### src/design/kwm_pkg.sv
package kwm_pkg;

  localparam int MAX_ENTRIES_DEF = 8;
  localparam int NAME_LEN_DEF    = 16;

  // token field widths cover up to 64 characters, but the 3-bit entry and idx fields cover only 8 entries
  localparam int POS_W = 7;
  localparam int CNT_W = 6;
  localparam int OP_W  = 3;

  localparam logic [7:0] CH_SPACE  = 8'h20;
  localparam logic [7:0] CH_EQUALS = 8'h3D;
  localparam logic [7:0] CH_NUL    = 8'h00;

  localparam logic [1:0] CMD_LOAD  = 2'd0;
  localparam logic [1:0] CMD_START = 2'd1;
  localparam logic [1:0] CMD_DATA  = 2'd2;
  localparam logic [1:0] CMD_TICK  = 2'd3;

  localparam logic [1:0] OC_END      = 2'd0;
  localparam logic [1:0] OC_MATCH    = 2'd1;
  localparam logic [1:0] OC_NO_MATCH = 2'd2;
  localparam logic [1:0] OC_LIMIT    = 2'd3;

  localparam logic [1:0] CFG_MAX_BYTES = 2'd0;
  localparam logic [1:0] CFG_MAX_TIME  = 2'd1;
  localparam logic [1:0] CFG_SERVICES  = 2'd2;

  localparam logic [15:0] MAX_BYTES_RST = 16'd64;
  localparam logic [15:0] MAX_TIME_RST  = 16'd1000;
  localparam logic [3:0]  SERVICES_RST  = 4'd8;

  localparam logic [OP_W-1:0] OP_NONE   = 3'd0;
  localparam logic [OP_W-1:0] OP_LOAD   = 3'd1;
  localparam logic [OP_W-1:0] OP_START  = 3'd2;
  localparam logic [OP_W-1:0] OP_LETTER = 3'd3;
  localparam logic [OP_W-1:0] OP_EQ     = 3'd4;
  localparam logic [OP_W-1:0] OP_RES    = 3'd5;

  typedef struct packed {
    logic [OP_W-1:0]  op;
    logic             res;
    logic [1:0]       outcome;
    logic [POS_W-1:0] pos;
    logic [7:0]       data;
    logic [2:0]       entry;
    logic             wr;
    logic [CNT_W-1:0] n;
    logic             found;
    logic [2:0]       idx;
  } kwm_tok_t;

endpackage

### src/design/kwm_ram.sv
module kwm_ram #(
  parameter int WIDTH = 8,
  parameter int DEPTH = 16
) (
  input  logic                     clk,
  input  logic                     we,
  input  logic [$clog2(DEPTH)-1:0] waddr,
  input  logic [WIDTH-1:0]         wdata,
  input  logic                     re,
  input  logic [$clog2(DEPTH)-1:0] raddr,
  output logic [WIDTH-1:0]         rdata
);

  logic [WIDTH-1:0] mem [DEPTH];
  logic [WIDTH-1:0] rdata_r;

  always_ff @(posedge clk) begin
    if (we) begin
      mem[waddr] <= wdata;
    end
    if (re) begin
      rdata_r <= mem[raddr];
    end
  end

  assign rdata = rdata_r;

endmodule

### src/design/kwm_cell.sv
module kwm_cell
  import kwm_pkg::*;
#(
  parameter int CELL_IDX = 0,
  parameter int NAME_LEN = NAME_LEN_DEF
) (
  input  logic     clk,
  input  logic     rst_n,
  input  logic     adv,
  input  kwm_tok_t tok_in,
  output kwm_tok_t tok_out
);

  localparam int AW = $clog2(NAME_LEN);

  kwm_tok_t   a_tok_r;
  kwm_tok_t   b_tok_r;
  kwm_tok_t   b_tok_nxt;
  logic       wflag_r;
  logic       cand_r;
  logic       cand_nxt;
  logic       we;
  logic [AW-1:0] raddr;
  logic [7:0] rdata;
  logic [7:0] ch;
  logic       in_use;

  // stage A: write on load, issue read for the token's position
  assign we    = adv && (tok_in.op == OP_LOAD) && (32'(tok_in.entry) == CELL_IDX);
  assign raddr = (32'(tok_in.pos) >= NAME_LEN) ? '0 : tok_in.pos[AW-1:0];

  kwm_ram #(
    .WIDTH (8),
    .DEPTH (NAME_LEN)
  ) u_name_ram (
    .clk   (clk),
    .we    (we),
    .waddr (tok_in.pos[AW-1:0]),
    .wdata (tok_in.data),
    .re    (adv),
    .raddr (raddr),
    .rdata (rdata)
  );

  // stage B: compare and update candidate bit, and flag a match on an equals sign
  assign ch     = (32'(a_tok_r.pos) >= NAME_LEN) ? CH_NUL : rdata;
  assign in_use = 32'(a_tok_r.n) > CELL_IDX;

  always_comb begin
    b_tok_nxt = a_tok_r;
    cand_nxt  = cand_r;
    case (a_tok_r.op)
      OP_START: begin
        cand_nxt = wflag_r && in_use;
      end
      OP_LETTER: begin
        if (in_use && cand_r && (ch != a_tok_r.data)) begin
          cand_nxt = 1'b0;
        end
      end
      OP_EQ: begin
        if (!a_tok_r.found && in_use && cand_r && (ch == CH_NUL)) begin
          b_tok_nxt.found = 1'b1;
          b_tok_nxt.idx   = 3'(CELL_IDX);
        end
      end
      default: ;
    endcase
  end

  always_ff @(posedge clk) begin
    if (!rst_n) begin
      a_tok_r <= '0;
      b_tok_r <= '0;
      wflag_r <= 1'b0;
      cand_r  <= 1'b0;
    end else if (adv) begin
      a_tok_r <= tok_in;
      b_tok_r <= b_tok_nxt;
      cand_r  <= cand_nxt;
      if (we) begin
        wflag_r <= tok_in.wr;
      end
    end
  end

  assign tok_out = b_tok_r;

endmodule

### src/design/kwm_head.sv
module kwm_head
  import kwm_pkg::*;
#(
  parameter int MAX_ENTRIES = MAX_ENTRIES_DEF,
  parameter int NAME_LEN    = NAME_LEN_DEF
) (
  input  logic        clk,
  input  logic        rst_n,
  input  logic        cfg_we,
  input  logic [1:0]  cfg_index,
  input  logic [15:0] cfg_wdata,
  input  logic        accept,
  input  logic        adv,
  input  logic [1:0]  in_command,
  input  logic [2:0]  in_entry_index,
  input  logic [3:0]  in_char_position,
  input  logic [7:0]  in_byte_value,
  input  logic        in_writable,
  output kwm_tok_t    tok_o
);

  logic [15:0]      max_bytes_r;
  logic [15:0]      max_time_r;
  logic [3:0]       svc_r;
  logic             active_r, active_nxt;
  logic [POS_W-1:0] lp_r, lp_nxt, lp_inc;
  logic [15:0]      bytes_r, bytes_nxt, bytes_inc;
  logic [15:0]      ticks_r, ticks_nxt, ticks_inc;
  logic             over, over_after;
  logic [CNT_W-1:0] n_act;
  kwm_tok_t         tok_r, tok_nxt;

  assign ticks_inc  = (ticks_r == 16'hFFFF) ? ticks_r : ticks_r + 16'd1;
  assign bytes_inc  = bytes_r + 16'd1;
  assign over       = (bytes_r >= max_bytes_r) || (ticks_r >= max_time_r);
  assign over_after = (bytes_inc >= max_bytes_r) || (ticks_r >= max_time_r);
  assign lp_inc     = (32'(lp_r) >= NAME_LEN) ? lp_r : lp_r + POS_W'(1);
  assign n_act      = (32'(svc_r) > MAX_ENTRIES) ? CNT_W'(MAX_ENTRIES) : CNT_W'(svc_r);

  always_comb begin
    tok_nxt    = '0;
    tok_nxt.op = OP_NONE;
    tok_nxt.n  = n_act;
    active_nxt = active_r;
    lp_nxt     = lp_r;
    bytes_nxt  = bytes_r;
    ticks_nxt  = ticks_r;
    if (accept) begin
      case (in_command)
        CMD_LOAD: begin
          if ((32'(in_entry_index) < MAX_ENTRIES) && (32'(in_char_position) < NAME_LEN)) begin
            tok_nxt.op    = OP_LOAD;
            tok_nxt.entry = in_entry_index;
            tok_nxt.pos   = POS_W'(in_char_position);
            tok_nxt.data  = in_byte_value;
            tok_nxt.wr    = in_writable;
          end
        end
        CMD_START: begin
          active_nxt = 1'b1;
          lp_nxt     = '0;
          bytes_nxt  = '0;
          ticks_nxt  = '0;
          tok_nxt.op = OP_START;
        end
        CMD_TICK: begin
          if (active_r) begin
            ticks_nxt = ticks_inc;
            if (ticks_inc >= max_time_r) begin
              active_nxt      = 1'b0;
              tok_nxt.op      = OP_RES;
              tok_nxt.res     = 1'b1;
              tok_nxt.outcome = OC_LIMIT;
            end
          end
        end
        CMD_DATA: begin
          if (active_r) begin
            if (over) begin
              active_nxt      = 1'b0;
              tok_nxt.op      = OP_RES;
              tok_nxt.res     = 1'b1;
              tok_nxt.outcome = OC_LIMIT;
            end else begin
              bytes_nxt = bytes_inc;
              if (in_byte_value == CH_SPACE) begin
                active_nxt      = 1'b0;
                tok_nxt.op      = OP_RES;
                tok_nxt.res     = 1'b1;
                tok_nxt.outcome = OC_END;
              end else if (in_byte_value == CH_EQUALS) begin
                active_nxt  = 1'b0;
                tok_nxt.op  = OP_EQ;
                tok_nxt.res = 1'b1;
                tok_nxt.pos = lp_r;
              end else begin
                lp_nxt       = lp_inc;
                tok_nxt.op   = OP_LETTER;
                tok_nxt.pos  = lp_r;
                tok_nxt.data = in_byte_value;
                if (over_after) begin
                  active_nxt      = 1'b0;
                  tok_nxt.res     = 1'b1;
                  tok_nxt.outcome = OC_LIMIT;
                end
              end
            end
          end
        end
        default: ;
      endcase
    end
  end

  always_ff @(posedge clk) begin
    if (!rst_n) begin
      max_bytes_r <= MAX_BYTES_RST;
      max_time_r  <= MAX_TIME_RST;
      svc_r       <= SERVICES_RST;
      active_r    <= 1'b0;
      lp_r        <= '0;
      bytes_r     <= '0;
      ticks_r     <= '0;
      tok_r       <= '0;
    end else begin
      if (cfg_we) begin
        case (cfg_index)
          CFG_MAX_BYTES: max_bytes_r <= cfg_wdata;
          CFG_MAX_TIME:  max_time_r  <= cfg_wdata;
          CFG_SERVICES:  svc_r       <= cfg_wdata[3:0];
          default: ;
        endcase
      end
      active_r <= active_nxt;
      lp_r     <= lp_nxt;
      bytes_r  <= bytes_nxt;
      ticks_r  <= ticks_nxt;
      if (adv) begin
        tok_r <= tok_nxt;
      end
    end
  end

  assign tok_o = tok_r;

endmodule

### src/design/keyword_table_prefix_matcher.sv
// channel | handshake            | payload
// --------+----------------------+--------------------------------------------------
// in      | in_valid / in_ready  | in_command, in_entry_index, in_char_position,
//         |                      | in_byte_value, in_writable
// out     | out_valid / out_ready| out_outcome, out_service_index
// cfg     | cfg_we               | cfg_index, cfg_wdata
//
// One transaction per cycle in while in_ready is high; a result passes the head register,
// the two stages of each cell and the output register.
// Synchronous active-low reset clears control state; the name RAMs are not cleared.
// A waiting result does not block input; a second result arriving behind it
// goes to a skid register, and in_ready drops until the first is taken.
module keyword_table_prefix_matcher
  import kwm_pkg::*;
#(
  parameter int MAX_ENTRIES = MAX_ENTRIES_DEF,
  parameter int NAME_LEN    = NAME_LEN_DEF
) (
  input  logic        clk,
  input  logic        rst_n,
  input  logic        cfg_we,
  input  logic [1:0]  cfg_index,
  input  logic [15:0] cfg_wdata,
  input  logic        in_valid,
  output logic        in_ready,
  input  logic [1:0]  in_command,
  input  logic [2:0]  in_entry_index,
  input  logic [3:0]  in_char_position,
  input  logic [7:0]  in_byte_value,
  input  logic        in_writable,
  output logic        out_valid,
  input  logic        out_ready,
  output logic [1:0]  out_outcome,
  output logic [2:0]  out_service_index
);

  kwm_tok_t   chain [MAX_ENTRIES+1];
  kwm_tok_t   tail;
  logic       adv;
  logic       accept;
  logic       out_v_r, skid_v_r;
  logic [1:0] out_oc_r, skid_oc_r, tail_oc;
  logic [2:0] out_idx_r, skid_idx_r, tail_idx;

  assign adv      = !skid_v_r;
  assign in_ready = adv;
  assign accept   = in_valid && adv;

  kwm_head #(
    .MAX_ENTRIES (MAX_ENTRIES),
    .NAME_LEN    (NAME_LEN)
  ) u_head (
    .clk              (clk),
    .rst_n            (rst_n),
    .cfg_we           (cfg_we),
    .cfg_index        (cfg_index),
    .cfg_wdata        (cfg_wdata),
    .accept           (accept),
    .adv              (adv),
    .in_command       (in_command),
    .in_entry_index   (in_entry_index),
    .in_char_position (in_char_position),
    .in_byte_value    (in_byte_value),
    .in_writable      (in_writable),
    .tok_o            (chain[0])
  );

  for (genvar g = 0; g < MAX_ENTRIES; g++) begin : g_cell
    kwm_cell #(
      .CELL_IDX (g),
      .NAME_LEN (NAME_LEN)
    ) u_cell (
      .clk     (clk),
      .rst_n   (rst_n),
      .adv     (adv),
      .tok_in  (chain[g]),
      .tok_out (chain[g+1])
    );
  end

  assign tail     = chain[MAX_ENTRIES];
  assign tail_oc  = (tail.op == OP_EQ) ? (tail.found ? OC_MATCH : OC_NO_MATCH) : tail.outcome;
  assign tail_idx = ((tail.op == OP_EQ) && tail.found) ? tail.idx : 3'd0;

  always_ff @(posedge clk) begin
    if (!rst_n) begin
      out_v_r  <= 1'b0;
      skid_v_r <= 1'b0;
    end else if (skid_v_r) begin
      if (out_ready) begin
        out_oc_r  <= skid_oc_r;
        out_idx_r <= skid_idx_r;
        skid_v_r  <= 1'b0;
      end
    end else if (tail.res) begin
      if (!out_v_r || out_ready) begin
        out_v_r   <= 1'b1;
        out_oc_r  <= tail_oc;
        out_idx_r <= tail_idx;
      end else begin
        skid_v_r   <= 1'b1;
        skid_oc_r  <= tail_oc;
        skid_idx_r <= tail_idx;
      end
    end else if (out_ready) begin
      out_v_r <= 1'b0;
    end
  end

  assign out_valid         = out_v_r;
  assign out_outcome       = out_oc_r;
  assign out_service_index = out_idx_r;

  a_skid_behind_out: assert property (@(posedge clk) disable iff (!rst_n)
    skid_v_r |-> out_v_r)
    else $error("skid register holds a result while the output is empty");

  a_skid_fill: assert property (@(posedge clk) disable iff (!rst_n)
    $rose(skid_v_r) |-> $past(out_v_r && !out_ready))
    else $error("skid register filled while the output was free");

  a_idx_only_on_match: assert property (@(posedge clk) disable iff (!rst_n)
    (out_v_r && (out_oc_r != OC_MATCH)) |-> (out_idx_r == 3'd0))
    else $error("service index set on a result that is not a match");

  a_found_on_eq: assert property (@(posedge clk) disable iff (!rst_n)
    tail.found |-> ((tail.op == OP_EQ) && tail.res))
    else $error("match flag on a transaction that is not an equals sign");

endmodule

### config.mk
export PLATFORM = sky130hd
export DESIGN_NAME = keyword_table_prefix_matcher
export DESIGN_NICKNAME = d
export VERILOG_FILES = /design/src/design/kwm_pkg.sv /design/src/design/kwm_ram.sv /design/src/design/kwm_cell.sv /design/src/design/kwm_head.sv /design/src/design/keyword_table_prefix_matcher.sv
export SDC_FILE = /design/constraint.sdc
export NUM_CORES = 2
export LEC_CHECK = 0
export BUFFER_PORTS_ARGS = -buffer_cell sky130_fd_sc_hd__buf_2
export CORE_MARGIN = 3
export CORE_UTILIZATION = 57
export DETAILED_ROUTE_END_ITERATION = 6
export PLACE_DENSITY = 0.77
export SYNTH_ARGS = -nofsm -noshare
export SYNTH_HDL_FRONTEND = slang
export SYNTH_SLANG_ARGS = --single-unit
export TNS_END_PERCENT = 10
### constraint.sdc
create_clock -name clk -period 3.3 [get_ports clk]
set_input_delay 0.33 -clock clk [delete_from_list [all_inputs] [get_ports clk]]
set_output_delay 0.33 -clock clk [all_outputs]
set_load 0.005 [all_outputs]
Yosys cells after proc, flatten, opt, wreduce, memory -nomap -nowiden
Memories as Yosys holds them, arrays and structs flattened. A register that Yosys moved wholly into a read port is not among the register bits.
Index checks and enable logic that the tools add are counted.

word-level totals
  output and inout port bits = 7
  register bits = 662
  memories = 8
  bits of input ports = 41
  bits in latches = 0
  memory bits (read-only) = 0
  memory bits (writable) = 1024

memories
  name                             words  width  read ports  clocked after Yosys merged registers in  wr ports  RTL line       source
  g_cell[0].u_cell.u_name_ram.mem  16     8      1           1                                        1         kwm_ram.sv:14  logic [WIDTH-1:0] mem [DEPTH];
  g_cell[1].u_cell.u_name_ram.mem  16     8      1           1                                        1         kwm_ram.sv:14
  g_cell[2].u_cell.u_name_ram.mem  16     8      1           1                                        1         kwm_ram.sv:14
  g_cell[3].u_cell.u_name_ram.mem  16     8      1           1                                        1         kwm_ram.sv:14
  g_cell[4].u_cell.u_name_ram.mem  16     8      1           1                                        1         kwm_ram.sv:14
  g_cell[5].u_cell.u_name_ram.mem  16     8      1           1                                        1         kwm_ram.sv:14
  +2 memories                      n/a    n/a    n/a         n/a                                      n/a       n/a

cells by class
  shifts and indexed selects = 0
  bitwise gates (word level) = 2
  equality and inequality tests = 72
  muxes and demuxes = 119
  divide/modulo/power cells = 0
  magnitude comparators = 30
  multiply operators = 0
  reductions and logical operators = 135
  $add $sub $neg = 3

operators with widths
  kind                                                                count
  greater-or-equal comparator 7 x 5 -> 1 bit (second input constant)  17
  two-way mux 4 bit                                                   27
  two-way mux 8 bit                                                   9
  greater-or-equal comparator 16 bit                                  4
  logical AND 1 bit                                                   64
  logical NOT 8 bit                                                   8
  two-way mux 16 bit                                                  4
  inequality test 8 bit                                               8
  case mux 16 bit (2 select lines)                                    2
  == test 3 x 2 -> 1 bit (second input constant)                      18
  == test 3 bit (second input constant)                               13
  two-way mux 1 bit                                                   38
  two-way mux 7 bit                                                   5
  adder 16 x 1 -> 16 bit (second input constant)                      2
  two-way mux 15 bit                                                  2
  case mux 15 bit (2 select lines)                                    1
  AND reduction 3 bit                                                 10
  == test 3 x 1 -> 1 bit (second input constant)                      9
  nonzero test 2 bit                                                  13
  two-way mux 25 bit                                                  1
  greater-than comparator 6 x 3 -> 1 bit (second input constant)      4
  two-way mux 6 bit                                                   4
  AND reduction 2 bit                                                 12
  two-way mux 21 bit                                                  1
  25 further kinds                                                    85

Logic depth before layout (Yosys ltp)
  word-level depth = 10
  depth in mapped cells = 16
  gate-level depth less buffers = 15

Hierarchy
From an unflattened synthesis, not the netlist that was laid out.

unflattened totals
  cell total of the unflattened synthesis = 4883
  area total of the unflattened synthesis = 72801.1 µm²

by module, submodules not included
  module                            instances  cells an instance  area an instance (µm²)  seq. area each (µm²)
  kwm_ram                           8          229                5227.5                  4083.9
  kwm_head                          1          775                6381.1                  2082.0
  kwm_cell at g_cell[2].u_cell ...  2          283                3009.1                  1441.4
  kwm_cell at g_cell[4].u_cell      1          283                3029.2                  1441.4
  kwm_cell at g_cell[0].u_cell      1          284                3021.6                  1441.4
  kwm_cell at g_cell[1].u_cell      1          279                3017.9                  1441.4
  kwm_cell at g_cell[3].u_cell      1          278                3014.1                  1441.4
  kwm_cell at g_cell[5].u_cell      1          276                3006.6                  1441.4
  kwm_cell at g_cell[7].u_cell      1          275                2961.6                  1441.4
  keyword_table_prefix_matcher      1          35                 530.5                   340.3

Least setup slack after synthesis
OpenSTA, ideal clock, no wires.

  path type = register to register
  start = register u_head.ticks_r[1]
  end = register u_head.tok_r (netlist bit u_head.tok_o[29])
  data arrival time = 3.235 ns
  required time = 3.164 ns
  slack = -0.070 ns
  clock period less this slack = 3.370 ns
  stages on the path, launching flop included = 17
  buffers on the path = 1
  path through = dfxtp_1 ha_1 nand2_1 or3_1 or2_2 clkbuf_1 nand2_1 nor2_1 xor2_1 ha_1 a21oi_1 nor2_1 a211o_1 a221oi_1 o41ai_1 nand3_1 o221ai_1

between the ends
  word-level cells in the longest chain between the ends = 9
  elaborated cells on any way between the ends = 16
  classes of those cells = 1 x add/sub; 2 x order compare; 1 x eq/ne; 10 x mux; 2 x reduce/logical

RTL lines
  what                                                            RTL line         source
  start, declared                                                 kwm_head.sv:28   logic [15:0] ticks_r, ticks_nxt, ticks_inc;
  start signal, assigned                                          kwm_head.sv:137  ticks_r <= ticks_nxt;
  branches (longest 7 deep; another with adder 16 x 1 -> 16 bit)  n/a
  case mux 3 bit (2 select lines) *                               kwm_head.sv:49   case (in_command)
  two-way mux 25 bit *                                            kwm_head.sv:48   if (accept) begin
  end signal, assigned                                            kwm_head.sv:139  tok_r <= tok_nxt;
  end, declared                                                   kwm_head.sv:31   kwm_tok_t tok_r, tok_nxt;

Mark *: on every way between the ends.
A chain may end at the register's enable or synchronous reset.

Final worst setup path
  start = register u_head.ticks_r[0]
  end = register u_head.tok_r (netlist bit u_head.tok_o[29])

The elaborated chain is that of the path after synthesis.

==> results.md <==
* Global-route wire length before repair at 233700 µm
* Chip Height at 353.7 µm
* Type of origin of the critical path: register
* Setup tns final at 0 ns
* Clock root cell: clkbuf_16
* WP buf/inv at 0
* Worst path cell trace: ha_4 > nand2_2 > or3_4 > or2_4 > nand2_2 > nor2_2 > xor2_1 > ha_1 > a21oi_2 > nor2_1 > a211o_1 > a221oi_4 > o41ai_4 > nand3_2 > o221ai_1
* Clock Pin Slew Worst Setup and Hold Paths at 0.06 ns
* Highest routed layer: met5
* Pwr/cell area at 537.6 nW/µm²
* Post-synth EDFFs at 1098
* Routability Congestion at 0.8918
* Worst VDD drop at 0.5651 mV
* Skew-Pair Late Insertion Delay at 0.79 ns
* CTS buffer count at 166
* Met3 wire length at 8234 µm
* Maximum buffer depth of the clock tree at 3
* Post-synthesis sequential area ratio at 0.6466
* Via Count at 43510
* Tightest Pin Transition at 1.147 ns
* CP max stage delay at 0.38 ns
* DRT met1 WL at 61260 µm
* Arr. time, crit path at 3.82 ns
* Share of cells above drive strength 1 at 0.1489
* Final min period at 3.169 ns
* Fmax at 315.5 MHz
* Cell area after layout at 77380 µm²
* Vias/cell at 5.991
* Switching Fraction at 0.2007
* WL final at 147700 µm
* Fin util at 0.6501
* Htree depth at 4
* Max-cap check violation count at 0
* Leak at 25.59 nW
* DR DRC count at 0
* Mapped Cells at 5433
* Slew HR at 0.2355
* Fin crit share at 0.9604
* CP endpoint kind: register
* #FFs+latches synth at 1677
* Most common cell after layout, fill and taps aside: edfxtp_1
* P&R area growth vs syn at 12.27%
* Slowest stage cell, crit path: or3_4
* Critical Path Most Common Cell: nand2_2
* Synth cell types at 74
* Post-DRT Antenna Nets at 0
* Top Family by Delay on Critical Path: simple AND/OR/NAND/NOR gates
* Top_reg_cell synth: edfxtp_1
* DR pass1 iterations at 5
* Critical Path RT at 3.95 ns
* Vias in the first global route at 42470
* Final Slew Violations at 0
* Commonest cells after routing, fill and taps aside: edfxtp_1 (1098), nor2_1 (664), mux2i_1 (575)
* Post-DP Area at 71290 µm²
* Crit-path max FO at 4
* Largest net degree at the start of global routing at 240
* Worst Clk Skew at 0.04206 ns
* Nets at 5630
* Final setup vio count at 0
* Per-cell routed wire length at 20.33 µm
* Final std cells w/o fill at 7263
* Core ar. at 119000 µm²
* Global route overflow at 0
* Initial Util at 0.5790
* Wire length on met2 at 73700 µm
* Hold WC Path Type: in2reg
* Final hold vios at 0
* Syn Area/Cell at 12.68 µm²
* Setup CP Type: reg2reg
* Logic pwr share at 0.013
* FP Rows at 126
* Ys async rst share at 0
* Initial antenna violation count at 1
* Syn Std Cell Area at 68920 µm²
* N_diodes at 0
* Clk pwr share at 0.453
* Die area at 125100 µm²
* Yosys synthesis warning count at 0
* I/O pin count at 48
* Clock sinks at 1677
* Syn_nets at 5546
* Run status: completed
* Initial DRC count at 4028
* Pint at 33.25 mW
* CTS tree: yes
* IO Port Bufs at 47
* All-Layer GR Usage at 0.2319
* Chip Width at 353.7 µm
* Net switching power at 8.347 mW
* Placed cells at 6911
* Sequential share of power at 0.534
* DP HPWL at 92370 µm
==> power groups by stage <==
stage                     clock network (mW)  logic (mW)  registers, mW
after floorplan                            0       0.332           22.6
after detailed placement                   0       0.478           22.7
after global placement                     0       0.471           22.7
final                                   18.8       0.526           22.2
after global routing                    20.0       0.574           22.2
after CTS                               19.1       0.515           22.2
==> tightest hold or removal path: stages <==
cell and delay [ns]:
buf_2 0.12, nor3b_1 0.16, a21oi_1 0.13, nor2_1 0.05
==> repair_timing <==
item,CTS,global route
gates cloned,0,0
hold buffers,34,0
pin swaps,3,11
setup buffers,0,4
endpoints found under the setup margin,5,5
gates resized for setup,10,22
hold endpoints to repair,56,0
==> final timing paths <==
| path | endpoint | from | slack [ns] | depth (start not counted) |
|---|---|---|---|---|
| max | u_head.tok_o[29]$_SDFFE_PN0N_ | u_head.ticks_r[0]$_SDFFE_PN0P_ | 0.13 | 15 |
| min | u_head.tok_o[12]$_SDFFE_PN0N_ | in_entry_index[1] | 0.06 | 4 |
| max reg2reg | u_head.tok_o[29]$_SDFFE_PN0N_ | u_head.ticks_r[0]$_SDFFE_PN0P_ | 0.13 | 15 |
| min reg2reg | g_cell[5].u_cell.wflag_r$_SDFFE_PN0P_ | g_cell[5].u_cell.wflag_r$_SDFFE_PN0P_ | 0.46 | 2 |
==> layout make-up <==
| type | count | area [µm²] |
|---|---|---|
| clock buffer | 241 | 4880 |
| multi-input combinational | 3350 | 22950 |
| inverter | 59 | 231.5 |
| clock inverter | 73 | 699.4 |
| fill | 8509 | 41650 |
| timing repair buffer | 263 | 2017 |
| sequential | 1677 | 44590 |
| tap | 1600 | 2002 |
==> per-stage QoR <==
stage	setup slack, ns	power [mW]	hold slack [ns]
after floorplan	0.01360	22.97	0.4299
after global placement	-0.1163	23.14	0.4384
after detailed placement	-0.1578	23.15	0.4480
after CTS	0.01996	41.80	0.004448
after global routing	-0.02235	42.74	0.07407
final	0.1305	41.59	0.06391
==> Yosys cell counts, drive strengths merged (14+ instances only) <==
| cell | count | share of area |
|---|---|---|
| a22o | 22 | 0.0028 |
| nor2b | 80 | 0.0073 |
| nand4 | 23 | 0.0023 |
| mux2i | 575 | 0.084 |
| inv | 59 | 0.0032 |
| o221a | 14 | 0.0023 |
| xnor2 | 45 | 0.0057 |
| nand2b | 24 | 0.0023 |
| a21oi | 270 | 0.020 |
| o32ai | 27 | 0.0034 |
| nand3b | 15 | 0.0016 |
| nand2 | 245 | 0.013 |
| or3 | 16 | 0.0015 |
| mux2 | 262 | 0.043 |
| a221oi | 65 | 0.0083 |
| edfxtp | 1098 | 0.48 |
| a31oi | 170 | 0.015 |
| nand3 | 108 | 0.0078 |
| dfxtp | 579 | 0.17 |
| clkbuf | 265 | 0.015 |
| o21ai | 290 | 0.021 |
| and3 | 19 | 0.0017 |
| o31ai | 80 | 0.0089 |
| ha | 72 | 0.013 |
| nor4bb | 34 | 0.0049 |
| and2 | 23 | 0.0021 |
| nor2 | 668 | 0.036 |
| nor3 | 51 | 0.0037 |
| buf | 82 | 0.0051 |
==> logic make-up after synthesis <==
logic type | after synthesis | synth area share
compound gates | 1029 | 0.09337
xor+xnor | 53 | 0.006736
fa+ha+maj | 72 | 0.01307
buf+inv | 406 | 0.02286
flops | 1677 | 0.6466
mux | 837 | 0.1263
simple gates | 1359 | 0.09103
==> sequential cells by signal, summed over array words and instances (netlist names) <==
| signal | count |
|---|---|
| skid_v_r | 1 |
| u_head.tok_o | 28 |
| u_head.max_time_r | 16 |
| g_cell.u_cell.u_name_ram.rdata | 64 |
| g_cell.u_cell.cand_r | 8 |
| g_cell.u_cell.wflag_r | 8 |
| u_head.max_bytes_r | 16 |
| out_valid | 1 |
| g_cell.u_cell.a_tok_r | 234 |
| g_cell.u_cell.u_name_ram.mem | 1024 |
| out_outcome | 2 |
| u_head.active_r | 1 |
| u_head.ticks_r | 16 |
| u_head.lp_r | 7 |
| skid_idx_r | 3 |
| skid_oc_r | 2 |
| u_head.svc_r | 4 |
| out_service_index | 3 |
| u_head.bytes_r | 16 |
| g_cell.u_cell.tok_out | 223 |
==> per-layer routing <==
| layer | GRT usage | up-vias |
|---|---|---|
| met5 | 0 | - |
| met4 | 0.08363 | 2 |
| met3 | 0.03240 | 306 |
| met2 | 0.3931 | 1360 |
| met1 | 0.3061 | 21360 |
| li1 | - | 20480 |
(Power assumes the default switching activity.)
